[src/design/sjfrr_pkg.sv]
package sjfrr_pkg;

  // Fixed field widths of the channels.
  localparam int unsigned CMD_W       = 1;
  localparam int unsigned JOB_ID_W    = 8;
  localparam int unsigned JOB_BURST_W = 32;
  localparam int unsigned STATUS_W    = 2;
  localparam int unsigned COUNT_W     = 5;
  localparam int unsigned CFG_IDX_W   = 1;
  localparam int unsigned CFG_DATA_W  = 16;
  localparam int unsigned SLICE_W     = 16;

  // Defaults of the top-level parameters.
  localparam int unsigned DEF_QUEUE_DEPTH = 16;
  localparam int unsigned DEF_ID_BITS     = 8;
  localparam int unsigned DEF_BURST_BITS  = 32;

  typedef enum logic [CMD_W-1:0] {
    CMD_ARRIVE = 1'b0,
    CMD_TICK   = 1'b1
  } cmd_t;

  typedef enum logic [STATUS_W-1:0] {
    ST_ACCEPTED = 2'd0,
    ST_REJECTED = 2'd1,
    ST_RAN      = 2'd2,
    ST_IDLE     = 2'd3
  } status_t;

  typedef enum logic [CFG_IDX_W-1:0] {
    REG_POLICY_MODE = 1'b0,
    REG_TIME_SLICE  = 1'b1
  } cfg_reg_t;

  typedef enum logic {
    POLICY_SJF = 1'b0,
    POLICY_RR  = 1'b1
  } policy_t;

  typedef enum logic [1:0] {
    KIND_NONE = 2'd0,
    KIND_JOB  = 2'd1,
    KIND_IDLE = 2'd2
  } entry_kind_t;

  // Per-cell control from the sequencer.
  typedef struct packed {
    logic load;      // take the pushed job
    logic shift;     // take the job of the next cell
    logic occupied;  // cell holds a waiting job
  } cell_ctl_t;

endpackage

[src/design/sjfrr_if.sv]
interface sjfrr_cmd_if;
  logic                             valid;
  logic                             ready;
  logic [sjfrr_pkg::CMD_W-1:0]       command;
  logic [sjfrr_pkg::JOB_ID_W-1:0]    job_id;
  logic [sjfrr_pkg::JOB_BURST_W-1:0] job_burst;

  modport source (output valid, command, job_id, job_burst, input ready);
  modport sink (input valid, command, job_id, job_burst, output ready);
endinterface

interface sjfrr_result_if;
  logic                           valid;
  logic                           ready;
  logic [sjfrr_pkg::STATUS_W-1:0]  status;
  logic [sjfrr_pkg::JOB_ID_W-1:0]  running_id;
  logic                           job_finished;
  logic                           job_preempted;
  logic                           record_valid;
  logic                           record_is_idle;
  logic [sjfrr_pkg::COUNT_W-1:0]   ready_count;

  modport source (output valid, status, running_id, job_finished, job_preempted,
                  record_valid, record_is_idle, ready_count, input ready);
  modport sink (input valid, status, running_id, job_finished, job_preempted,
                record_valid, record_is_idle, ready_count, output ready);
endinterface

interface sjfrr_cfg_if;
  logic                            valid;
  logic                            ready;
  logic [sjfrr_pkg::CFG_IDX_W-1:0]  index;
  logic [sjfrr_pkg::CFG_DATA_W-1:0] data;

  modport source (output valid, index, data, input ready);
  modport sink (input valid, index, data, output ready);
endinterface

[src/design/sjfrr_cell.sv]
module sjfrr_cell #(
  parameter int unsigned ID_BITS    = sjfrr_pkg::DEF_ID_BITS,
  parameter int unsigned BURST_BITS = sjfrr_pkg::DEF_BURST_BITS,
  parameter int unsigned IDX_BITS   = 4,
  parameter int unsigned INDEX      = 0
) (
  input  logic                  clk,
  input  sjfrr_pkg::cell_ctl_t  ctl,
  input  logic [ID_BITS-1:0]    push_id,
  input  logic [BURST_BITS-1:0] push_burst,
  input  logic [ID_BITS-1:0]    nxt_id,
  input  logic [BURST_BITS-1:0] nxt_burst,
  output logic [ID_BITS-1:0]    id,
  output logic [BURST_BITS-1:0] burst,
  input  logic                  in_found,
  input  logic [IDX_BITS-1:0]   in_idx,
  input  logic [ID_BITS-1:0]    in_id,
  input  logic [BURST_BITS-1:0] in_burst,
  output logic                  out_found,
  output logic [IDX_BITS-1:0]   out_idx,
  output logic [ID_BITS-1:0]    out_id,
  output logic [BURST_BITS-1:0] out_burst
);

  logic take_own;

  // Strict less-than keeps the older job on a tie.
  assign take_own = ctl.occupied && (!in_found || (burst < in_burst));

  always_ff @(posedge clk) begin
    if (ctl.load) begin
      id    <= push_id;
      burst <= push_burst;
    end else if (ctl.shift) begin
      id    <= nxt_id;
      burst <= nxt_burst;
    end
  end

  // The running minimum moves one cell to the right on every clock.
  always_ff @(posedge clk) begin
    out_found <= in_found | ctl.occupied;
    if (take_own) begin
      out_idx   <= IDX_BITS'(INDEX);
      out_id    <= id;
      out_burst <= burst;
    end else begin
      out_idx   <= in_idx;
      out_id    <= in_id;
      out_burst <= in_burst;
    end
  end

endmodule

[src/design/sjf_round_robin_cpu_scheduler.sv]
// Channel  Dir  Beat carries
// -------  ---  -----------------------------------------------------------
// cmd      in   command, job_id, job_burst
// result   out  status, running_id, job_finished, job_preempted,
//               record_valid, record_is_idle, ready_count
// cfg      in   index, data (always ready)
//
// An arrive or a tick that dispatches nothing passes S_EXEC and S_EMIT; a
// round robin dispatch passes S_TAKE first. A shortest-job dispatch waits in
// S_SCAN before S_TAKE while the minimum search ripples one cell per cycle
// down the cell chain. cmd takes one beat at a time and is ready again after
// the result is registered, even while that result still waits on the sink.
// A stalled result holds the sequencer only when the next result is due.
// rst is synchronous and clears the queue count, the running job and config.
module sjf_round_robin_cpu_scheduler #(
  parameter int unsigned QUEUE_DEPTH = sjfrr_pkg::DEF_QUEUE_DEPTH,
  parameter int unsigned ID_BITS     = sjfrr_pkg::DEF_ID_BITS,
  parameter int unsigned BURST_BITS  = sjfrr_pkg::DEF_BURST_BITS
) (
  input logic           clk,
  input logic           rst,
  sjfrr_cmd_if.sink     cmd,
  sjfrr_result_if.source result,
  sjfrr_cfg_if.sink     cfg
);

  localparam int unsigned IDX_BITS = $clog2(QUEUE_DEPTH);
  localparam int unsigned CNT_BITS = $clog2(QUEUE_DEPTH + 1);
  localparam int unsigned SW       = sjfrr_pkg::SLICE_W;

  typedef enum logic [4:0] {
    S_IDLE = 5'b00001,
    S_SCAN = 5'b00010,
    S_TAKE = 5'b00100,
    S_EXEC = 5'b01000,
    S_EMIT = 5'b10000
  } state_t;

  state_t                   state;
  logic [IDX_BITS-1:0]      scan_cnt;
  logic [CNT_BITS-1:0]      fill;
  logic                     busy;
  logic [ID_BITS-1:0]       cur_id;
  logic [BURST_BITS-1:0]    cur_left;
  logic [SW-1:0]            slice_used;
  sjfrr_pkg::entry_kind_t   last_kind;
  logic [ID_BITS-1:0]       last_id;
  sjfrr_pkg::policy_t       policy_mode;
  logic [SW-1:0]            time_slice;

  sjfrr_pkg::cmd_t          lat_cmd;
  logic [ID_BITS-1:0]       lat_id;
  logic [BURST_BITS-1:0]    lat_burst;

  sjfrr_pkg::status_t       res_status;
  logic [ID_BITS-1:0]       res_id;
  logic                     res_fin;
  logic                     res_pre;
  logic                     res_rec;
  logic                     res_rec_idle;

  // Cell chain wiring; entry 0 of the scan arrays feeds the first cell.
  logic [ID_BITS-1:0]       cell_id    [QUEUE_DEPTH];
  logic [BURST_BITS-1:0]    cell_burst [QUEUE_DEPTH];
  logic                     scan_found [QUEUE_DEPTH+1];
  logic [IDX_BITS-1:0]      scan_idx   [QUEUE_DEPTH+1];
  logic [ID_BITS-1:0]       scan_id    [QUEUE_DEPTH+1];
  logic [BURST_BITS-1:0]    scan_burst [QUEUE_DEPTH+1];

  logic                     push_en;
  logic                     shift_en;
  logic [ID_BITS-1:0]       push_id;
  logic [BURST_BITS-1:0]    push_burst;
  logic [IDX_BITS-1:0]      take_idx;
  logic [ID_BITS-1:0]       sel_id;
  logic [BURST_BITS-1:0]    sel_burst;

  logic [63:0]              id_wide;
  logic [63:0]              burst_wide;
  logic [63:0]              rid_wide;
  logic [63:0]              cnt_wide;
  logic [BURST_BITS-1:0]    left_next;
  logic [SW-1:0]            slice_next;
  logic [SW-1:0]            ts_eff;
  logic                     do_fin;
  logic                     do_pre;
  logic                     arr_ok;
  logic                     in_fire;

  assign cmd.ready  = (state == S_IDLE);
  assign cfg.ready  = 1'b1;
  assign in_fire    = cmd.valid && cmd.ready;
  assign id_wide    = 64'(cmd.job_id);
  assign burst_wide = 64'(cmd.job_burst);
  assign rid_wide   = 64'(res_id);
  assign cnt_wide   = 64'(fill);

  assign scan_found[0] = 1'b0;
  assign scan_idx[0]   = '0;
  assign scan_id[0]    = '0;
  assign scan_burst[0] = '0;

  always_comb begin
    left_next  = (cur_left != '0) ? cur_left - BURST_BITS'(1) : cur_left;
    slice_next = (slice_used == {SW{1'b1}}) ? slice_used : slice_used + SW'(1);
    ts_eff     = (time_slice == '0) ? SW'(1) : time_slice;
    do_fin     = (left_next == '0);
    do_pre     = !do_fin && (policy_mode == sjfrr_pkg::POLICY_RR) && (slice_next >= ts_eff);
    arr_ok     = (lat_burst != '0) &&
                 ((CNT_BITS+1)'(fill) + (CNT_BITS+1)'(busy) < (CNT_BITS+1)'(QUEUE_DEPTH));
  end

  always_comb begin
    if (policy_mode == sjfrr_pkg::POLICY_RR) begin
      take_idx  = '0;
      sel_id    = cell_id[0];
      sel_burst = cell_burst[0];
    end else begin
      take_idx  = scan_idx[QUEUE_DEPTH];
      sel_id    = scan_id[QUEUE_DEPTH];
      sel_burst = scan_burst[QUEUE_DEPTH];
    end
    shift_en   = (state == S_TAKE);
    push_en    = 1'b0;
    push_id    = lat_id;
    push_burst = lat_burst;
    if (state == S_EXEC) begin
      if (lat_cmd == sjfrr_pkg::CMD_ARRIVE) begin
        push_en = arr_ok;
      end else if (busy && do_pre && (fill < CNT_BITS'(QUEUE_DEPTH))) begin
        push_en    = 1'b1;
        push_id    = cur_id;
        push_burst = left_next;
      end
    end
  end

  for (genvar i = 0; i < QUEUE_DEPTH; i++) begin : g_cell
    sjfrr_pkg::cell_ctl_t  ctl;
    logic [ID_BITS-1:0]    nxt_id;
    logic [BURST_BITS-1:0] nxt_burst;

    assign ctl.load     = push_en && (fill == CNT_BITS'(i));
    assign ctl.shift    = shift_en && (IDX_BITS'(i) >= take_idx);
    assign ctl.occupied = (CNT_BITS'(i) < fill);

    if (i == QUEUE_DEPTH - 1) begin : g_tail
      assign nxt_id    = push_id;
      assign nxt_burst = push_burst;
    end else begin : g_body
      assign nxt_id    = cell_id[i+1];
      assign nxt_burst = cell_burst[i+1];
    end

    sjfrr_cell #(
      .ID_BITS   (ID_BITS),
      .BURST_BITS(BURST_BITS),
      .IDX_BITS  (IDX_BITS),
      .INDEX     (i)
    ) u_cell (
      .clk       (clk),
      .ctl       (ctl),
      .push_id   (push_id),
      .push_burst(push_burst),
      .nxt_id    (nxt_id),
      .nxt_burst (nxt_burst),
      .id        (cell_id[i]),
      .burst     (cell_burst[i]),
      .in_found  (scan_found[i]),
      .in_idx    (scan_idx[i]),
      .in_id     (scan_id[i]),
      .in_burst  (scan_burst[i]),
      .out_found (scan_found[i+1]),
      .out_idx   (scan_idx[i+1]),
      .out_id    (scan_id[i+1]),
      .out_burst (scan_burst[i+1])
    );
  end

  always_ff @(posedge clk) begin
    if (rst) begin
      policy_mode <= sjfrr_pkg::POLICY_SJF;
      time_slice  <= SW'(1);
    end else if (cfg.valid && cfg.ready) begin
      unique case (sjfrr_pkg::cfg_reg_t'(cfg.index))
        sjfrr_pkg::REG_POLICY_MODE: policy_mode <= sjfrr_pkg::policy_t'(cfg.data[0]);
        sjfrr_pkg::REG_TIME_SLICE:  time_slice  <= cfg.data[SW-1:0];
      endcase
    end
  end

  always_ff @(posedge clk) begin
    if (rst) begin
      state        <= S_IDLE;
      scan_cnt     <= '0;
      fill         <= '0;
      busy         <= 1'b0;
      cur_id       <= '0;
      cur_left     <= '0;
      slice_used   <= '0;
      last_kind    <= sjfrr_pkg::KIND_NONE;
      last_id      <= '0;
      result.valid <= 1'b0;
    end else begin
      if ((state == S_EMIT) && (!result.valid || result.ready)) begin
        result.valid <= 1'b1;
      end else if (result.ready) begin
        result.valid <= 1'b0;
      end

      unique case (state)
        S_IDLE: begin
          if (in_fire) begin
            lat_cmd      <= sjfrr_pkg::cmd_t'(cmd.command);
            lat_id       <= id_wide[ID_BITS-1:0];
            lat_burst    <= burst_wide[BURST_BITS-1:0];
            res_rec      <= 1'b0;
            res_rec_idle <= 1'b0;
            scan_cnt     <= '0;
            if ((cmd.command == sjfrr_pkg::CMD_TICK) && !busy && (fill != '0)) begin
              state <= (policy_mode == sjfrr_pkg::POLICY_RR) ? S_TAKE : S_SCAN;
            end else begin
              state <= S_EXEC;
            end
          end
        end
        S_SCAN: begin
          scan_cnt <= scan_cnt + IDX_BITS'(1);
          if (scan_cnt == IDX_BITS'(QUEUE_DEPTH - 1)) begin
            state <= S_TAKE;
          end
        end
        S_TAKE: begin
          cur_id     <= sel_id;
          cur_left   <= sel_burst;
          busy       <= 1'b1;
          slice_used <= '0;
          fill       <= fill - CNT_BITS'(1);
          // A round robin job that follows itself adds no new run entry.
          if (!((policy_mode == sjfrr_pkg::POLICY_RR) &&
                (last_kind == sjfrr_pkg::KIND_JOB) && (last_id == sel_id))) begin
            res_rec   <= 1'b1;
            last_kind <= sjfrr_pkg::KIND_JOB;
            last_id   <= sel_id;
          end
          state <= S_EXEC;
        end
        S_EXEC: begin
          res_id  <= '0;
          res_fin <= 1'b0;
          res_pre <= 1'b0;
          if (lat_cmd == sjfrr_pkg::CMD_ARRIVE) begin
            if (arr_ok) begin
              res_status <= sjfrr_pkg::ST_ACCEPTED;
              fill       <= fill + CNT_BITS'(1);
            end else begin
              res_status <= sjfrr_pkg::ST_REJECTED;
            end
          end else if (busy) begin
            res_status <= sjfrr_pkg::ST_RAN;
            res_id     <= cur_id;
            cur_left   <= left_next;
            slice_used <= slice_next;
            if (do_fin) begin
              res_fin <= 1'b1;
              busy    <= 1'b0;
              cur_id  <= '0;
            end else if (do_pre) begin
              res_pre <= 1'b1;
              busy    <= 1'b0;
              if (fill < CNT_BITS'(QUEUE_DEPTH)) begin
                fill <= fill + CNT_BITS'(1);
              end
            end
          end else begin
            res_status <= sjfrr_pkg::ST_IDLE;
            if (last_kind != sjfrr_pkg::KIND_IDLE) begin
              res_rec      <= 1'b1;
              res_rec_idle <= 1'b1;
              last_kind    <= sjfrr_pkg::KIND_IDLE;
            end
          end
          state <= S_EMIT;
        end
        S_EMIT: begin
          if (!result.valid || result.ready) begin
            state <= S_IDLE;
          end
        end
        default: state <= S_IDLE;
      endcase
    end
  end

  always_ff @(posedge clk) begin
    if ((state == S_EMIT) && (!result.valid || result.ready)) begin
      result.status         <= res_status;
      result.running_id     <= rid_wide[sjfrr_pkg::JOB_ID_W-1:0];
      result.job_finished   <= res_fin;
      result.job_preempted  <= res_pre;
      result.record_valid   <= res_rec;
      result.record_is_idle <= res_rec_idle;
      result.ready_count    <= cnt_wide[sjfrr_pkg::COUNT_W-1:0];
    end
  end

endmodule

[src/flat_wrapper.sv]
// flat-port wrapper written by rule: the top's interface ports become plain ports
module sjf_round_robin_cpu_scheduler_flat 
#(
  parameter int unsigned QUEUE_DEPTH = sjfrr_pkg::DEF_QUEUE_DEPTH,
  parameter int unsigned ID_BITS     = sjfrr_pkg::DEF_ID_BITS,
  parameter int unsigned BURST_BITS  = sjfrr_pkg::DEF_BURST_BITS
)
  (clk, rst, cmd_valid, cmd_command, cmd_job_id, cmd_job_burst, cmd_ready, result_valid, result_status, result_running_id, result_job_finished, result_job_preempted, result_record_valid, result_record_is_idle, result_ready_count, result_ready, cfg_valid, cfg_index, cfg_data, cfg_ready);
  sjfrr_cmd_if cmd_i ();
  sjfrr_result_if result_i ();
  sjfrr_cfg_if cfg_i ();
  input logic clk;
  input logic rst;
  input wire logic [$bits(cmd_i.valid)-1:0] cmd_valid;
  input wire logic [$bits(cmd_i.command)-1:0] cmd_command;
  input wire logic [$bits(cmd_i.job_id)-1:0] cmd_job_id;
  input wire logic [$bits(cmd_i.job_burst)-1:0] cmd_job_burst;
  output wire logic [$bits(cmd_i.ready)-1:0] cmd_ready;
  output wire logic [$bits(result_i.valid)-1:0] result_valid;
  output wire logic [$bits(result_i.status)-1:0] result_status;
  output wire logic [$bits(result_i.running_id)-1:0] result_running_id;
  output wire logic [$bits(result_i.job_finished)-1:0] result_job_finished;
  output wire logic [$bits(result_i.job_preempted)-1:0] result_job_preempted;
  output wire logic [$bits(result_i.record_valid)-1:0] result_record_valid;
  output wire logic [$bits(result_i.record_is_idle)-1:0] result_record_is_idle;
  output wire logic [$bits(result_i.ready_count)-1:0] result_ready_count;
  input wire logic [$bits(result_i.ready)-1:0] result_ready;
  input wire logic [$bits(cfg_i.valid)-1:0] cfg_valid;
  input wire logic [$bits(cfg_i.index)-1:0] cfg_index;
  input wire logic [$bits(cfg_i.data)-1:0] cfg_data;
  output wire logic [$bits(cfg_i.ready)-1:0] cfg_ready;
  assign cmd_i.valid = cmd_valid;
  assign cmd_i.command = cmd_command;
  assign cmd_i.job_id = cmd_job_id;
  assign cmd_i.job_burst = cmd_job_burst;
  assign cmd_ready = cmd_i.ready;
  assign result_valid = result_i.valid;
  assign result_status = result_i.status;
  assign result_running_id = result_i.running_id;
  assign result_job_finished = result_i.job_finished;
  assign result_job_preempted = result_i.job_preempted;
  assign result_record_valid = result_i.record_valid;
  assign result_record_is_idle = result_i.record_is_idle;
  assign result_ready_count = result_i.ready_count;
  assign result_i.ready = result_ready;
  assign cfg_i.valid = cfg_valid;
  assign cfg_i.index = cfg_index;
  assign cfg_i.data = cfg_data;
  assign cfg_ready = cfg_i.ready;
  sjf_round_robin_cpu_scheduler #(.QUEUE_DEPTH(QUEUE_DEPTH), .ID_BITS(ID_BITS), .BURST_BITS(BURST_BITS)) u_core (.clk(clk), .rst(rst), .cmd(cmd_i), .result(result_i), .cfg(cfg_i));
endmodule
[config.mk]
export PLATFORM = sky130hd
export DESIGN_NAME = sjf_round_robin_cpu_scheduler_flat
export DESIGN_NICKNAME = d
export VERILOG_FILES = /design/src/design/sjfrr_pkg.sv /design/src/design/sjfrr_if.sv /design/src/design/sjfrr_cell.sv /design/src/design/sjf_round_robin_cpu_scheduler.sv /design/src/flat_wrapper.sv
export SDC_FILE = /design/constraint.sdc
export NUM_CORES = 2
export LEC_CHECK = 0
export ABC_AREA = 1
export BUFFER_PORTS_ARGS = -buffer_cell sky130_fd_sc_hd__buf_2
export CORE_UTILIZATION = 60
export DETAILED_ROUTE_END_ITERATION = 8
export PLACE_DENSITY = 0.77
export SYNTH_ARGS = -nofsm -noshare
export SYNTH_HDL_FRONTEND = slang
export SYNTH_SLANG_ARGS = --single-unit
[constraint.sdc]
create_clock -name clk -period 8.1 [get_ports clk]
set_clock_uncertainty 0.05 [all_clocks]
set_input_delay 0.405 -clock clk [delete_from_list [all_inputs] [get_ports clk]]
set_output_delay 0.405 -clock clk [all_outputs]
set_load 0.01 [all_outputs]
==> run metrics <==
status=completed; Initial DRC Count=6894; most frequent cell after synthesis=nand2_1; DIE HEIGHT=346 um; R2R setup slack=2.29 ns; CTS Root Cell=clkbuf_16; Core Util, Final=0.668; layout cells sized above 1=0.0663; Die ar.=120000 um^2; worst reg2reg path endpoint=u_core.g_cell[6].u_cell.id[2]; Hold Vio Cnt, Final=0; VDD IR max=239 uV; final WL=207000 um; RSZ-0062 raised after global routing=no; Layout area overhead=9.83%; P_sw=8750 uW; clock buffer depth=3; WP data arrival=6.19 ns; Switching Share=0.350; Int Power=16300 uW; router iterations before antenna repair=7; Leak=0.0345 uW; # nets final=8955; Worst setup endpoint=u_core.g_cell[6].u_cell.id[2]; initial antenna violation count=3; Critical Path Start=u_core.slice_used[0]; CP required=8.47 ns; vias in the first global route=53200; Post-synth EDFFs=714; gr ovfl total=0; setup TNS=0 ns; via/cell ratio=5.68; clk slew on worst S/H paths=0.06 ns; GRT Total Usage=0.343; die width=346 um; Num CTS Buffers=154; cell area after layout=78000 um^2; CTS tree=yes; Worst-Margin Slew=1.25 ns; sequential fraction of design power=0.423; number of setup violations in the final report=0; drc violations=0; clock share of power=0.292; syn avg cell area=8.47 um^2; post-synth cell types=49; placed cell areas=72200 um^2; synthesized flop and latch total=1517; routed vias=57200; CP startpoint kind=register; Skew-Pair Late Insertion Delay=0.78 ns; Post-synth ARST share=0; top cells by area, synth=edfxtp_1 30%, dfxtp_1 23%, nand2_1 19%; crit-path max FO=41; RePlAce Congestion=1.07; Sink Count=1517; Crit Path Class=reg2reg; DP HPWL=143000 um; Mapped Nets=8939; R2R Path Start=u_core.slice_used[0]; largest net degree at the start of global routing=77; Cell Pwr Density=321 nW/um^2; wire length of the first global-routing pass=316000 um; Synth top area share=0.302; fin crit share=0.718; Hold Crit Class=in2reg; worst reg2reg path depth=21; combinational power share=0.284; Yosys warnings=0; Cell Rows=125; max_cap viols=0; Syn Inst Count=8386; Worst slew margin=0.163; Final Critical Period=5.81 ns; Mapped Area=71000 um^2; wire per inst=20.6 um; nature of the critical path endpoint=register; Min Hold Slack=0.292 ns; core area=117000 um^2; # fillers=9222; antenna-violating nets left=0; register area share after synthesis=0.528; prevailing post-synth register cell=dfxtp_1; fmax=172 MHz; IO buf count=83; area leader, netlist=edfxtp_1; initial core utilization=0.608; io pins=85; CTS HTree Levels=4; Slew Viols, Final=0; Post-synth top cells=3515 x nand2_1, 803 x dfxtp_1, 773 x inv_1, 714 x edfxtp_1, 492 x o21ai_0
==> critical path: stages (launching register included) <==
cell and delay (ns):
dfxtp_1 0.38, ha_1 0.22, inv_1 0.08, nor3_1 0.19, inv_1 0.09, nor4_1 0.34
nand3_1 0.25, nor2_1 0.19, nor2_1 0.07, xor2_1 0.16, ha_1 0.31, nand2_1 0.07
nor3_1 0.25, nand3_1 0.10, nand3_1 0.18, nand2_1 0.13, nor2_1 0.38, nand4_4 0.15
nand2_2 0.35, nand2_2 0.53, nand2_1 0.50, buf_4 0.47
==> state kept, by name, summed over array words and instances, names as in the netlist, 2 cells and up <==
| name | count |
|---|---|
| u_core.cur_id | 8 |
| u_core.time_slice | 16 |
| u_core.g_cell.u_cell.out_burst | 512 |
| u_core.cur_left | 32 |
| u_core.fill | 5 |
| u_core.g_cell.u_cell.burst | 512 |
| u_core.g_cell.u_cell.out_id | 128 |
| u_core.lat_id | 8 |
| u_core.last_id | 8 |
| u_core.scan_cnt | 4 |
| u_core.last_kind | 2 |
| u_core.res_status | 2 |
| u_core.state | 5 |
| u_core.result.ready_count | 5 |
| u_core.result.running_id | 8 |
| u_core.g_cell.u_cell.out_found | 15 |
| u_core.slice_used | 16 |
| u_core.result.status | 2 |
| u_core.g_cell.u_cell.out_idx | 49 |
| u_core.lat_burst | 32 |
| u_core.res_id | 8 |
| u_core.g_cell.u_cell.id | 128 |
==> how the worst min path moves through the flow <==
stage                                        start                                   to  slack (ns)  cells after the start
6_report                             cmd_job_id[4]                     u_core.lat_id[4]        0.29                      2
5_1_grt                          cmd_job_burst[22]                 u_core.lat_burst[22]        0.29                      2
4_1_cts                          cmd_job_burst[20]                 u_core.lat_burst[20]        0.24                      2
3_5_place_dp    u_core.g_cell[8].u_cell.out_idx[0]   u_core.g_cell[9].u_cell.out_idx[0]        0.35                      1
3_3_place_gp   u_core.g_cell[14].u_cell.out_idx[3]  u_core.g_cell[15].u_cell.out_idx[3]        0.34                      2
2_1_floorplan  u_core.g_cell[14].u_cell.out_idx[0]  u_core.g_cell[15].u_cell.out_idx[0]        0.34                      2
==> power groups by stage <==
stage               Combinational [uW]  Sequential (uW)  Clock (uW)
global placement                  6580            10700           0
CTS                               6970            10500        7350
detailed placement                6850            10700           0
global route                      7950            10700        7650
finish                            7100            10600        7310
floorplan                         4850            10300           0
==> layout make-up <==
type,count,area [um^2],area share
sequential,1517,37500,0.481
multi-input combinational,5737,28900,0.371
clock buffer,223,4430,0.0568
inverter,777,2920,0.0374
tap,1524,1910,0.0244
timing repair buffer,215,1560,0.0201
clock inverter,64,738,0.00946
antenna,1,2.50,0.0000321
==> cells by family (layout without fill, tap and decap cells) <==
kind of cell | Yosys count | after routing | share of synthesized area
AND/OR/NAND/NOR | 4237 | 4237 | 0.241
flip-flops | 1517 | 1517 | 0.528
buffers and inverters | 1132 | 1279 | 0.0671
AO/OA/AOI/OAI | 975 | 975 | 0.0733
adder cells (fa/ha/maj) | 490 | 490 | 0.0863
XOR/XNOR | 34 | 34 | 0.00419
other | 1 | 2 | 0.0000528
==> metal layers <==
metal | global-route usage | wire length, um | share of wire | up-vias
met5 | 0 | 0 | 0 | -
met4 | 0.188 | 12100 | 0.058 | 0
met3 | 0.0696 | 22900 | 0.11 | 465
met2 | 0.490 | 84800 | 0.41 | 3140
met1 | 0.489 | 87100 | 0.42 | 26500
li1 | - | - | - | 27100
==> what timing repair did <==
action	CTS	global route
hold buffers	63	0
buffers inserted	0	0
gates resized for setup	0	0
endpoints found under the hold margin	71	0
==> stage by stage <==
step	total power, uW	std cells	setup WS (ns)
final	25000	10100	2.29
after global routing	26300	10100	1.81
after global placement	17300	9707	2.48
after detailed placement	17500	9707	2.42
after CTS	24900	10100	2.38
after floorplan	15200	8386	2.95
==> cell usage in the layout, fill, tap and decap left out, types with 38 or more instances in the layout <==
| cell type | n |
|---|---|
| o21ai_0 | 492 |
| nor4_1 | 38 |
| nor3_1 | 46 |
| a21oi_1 | 359 |
| dfxtp_1 | 802 |
| dlygate4sd3_1 | 63 |
| clkbuf_1 | 45 |
| buf_2 | 83 |
| nand2_2 | 57 |
| ha_1 | 490 |
| inv_1 | 772 |
| nand4_1 | 71 |
| nor2_1 | 204 |
| clkbuf_16 | 161 |
| edfxtp_1 | 714 |
| nand2_1 | 3514 |
| nand3_1 | 211 |
| buf_4 | 69 |
(Power assumes the default switching activity.)
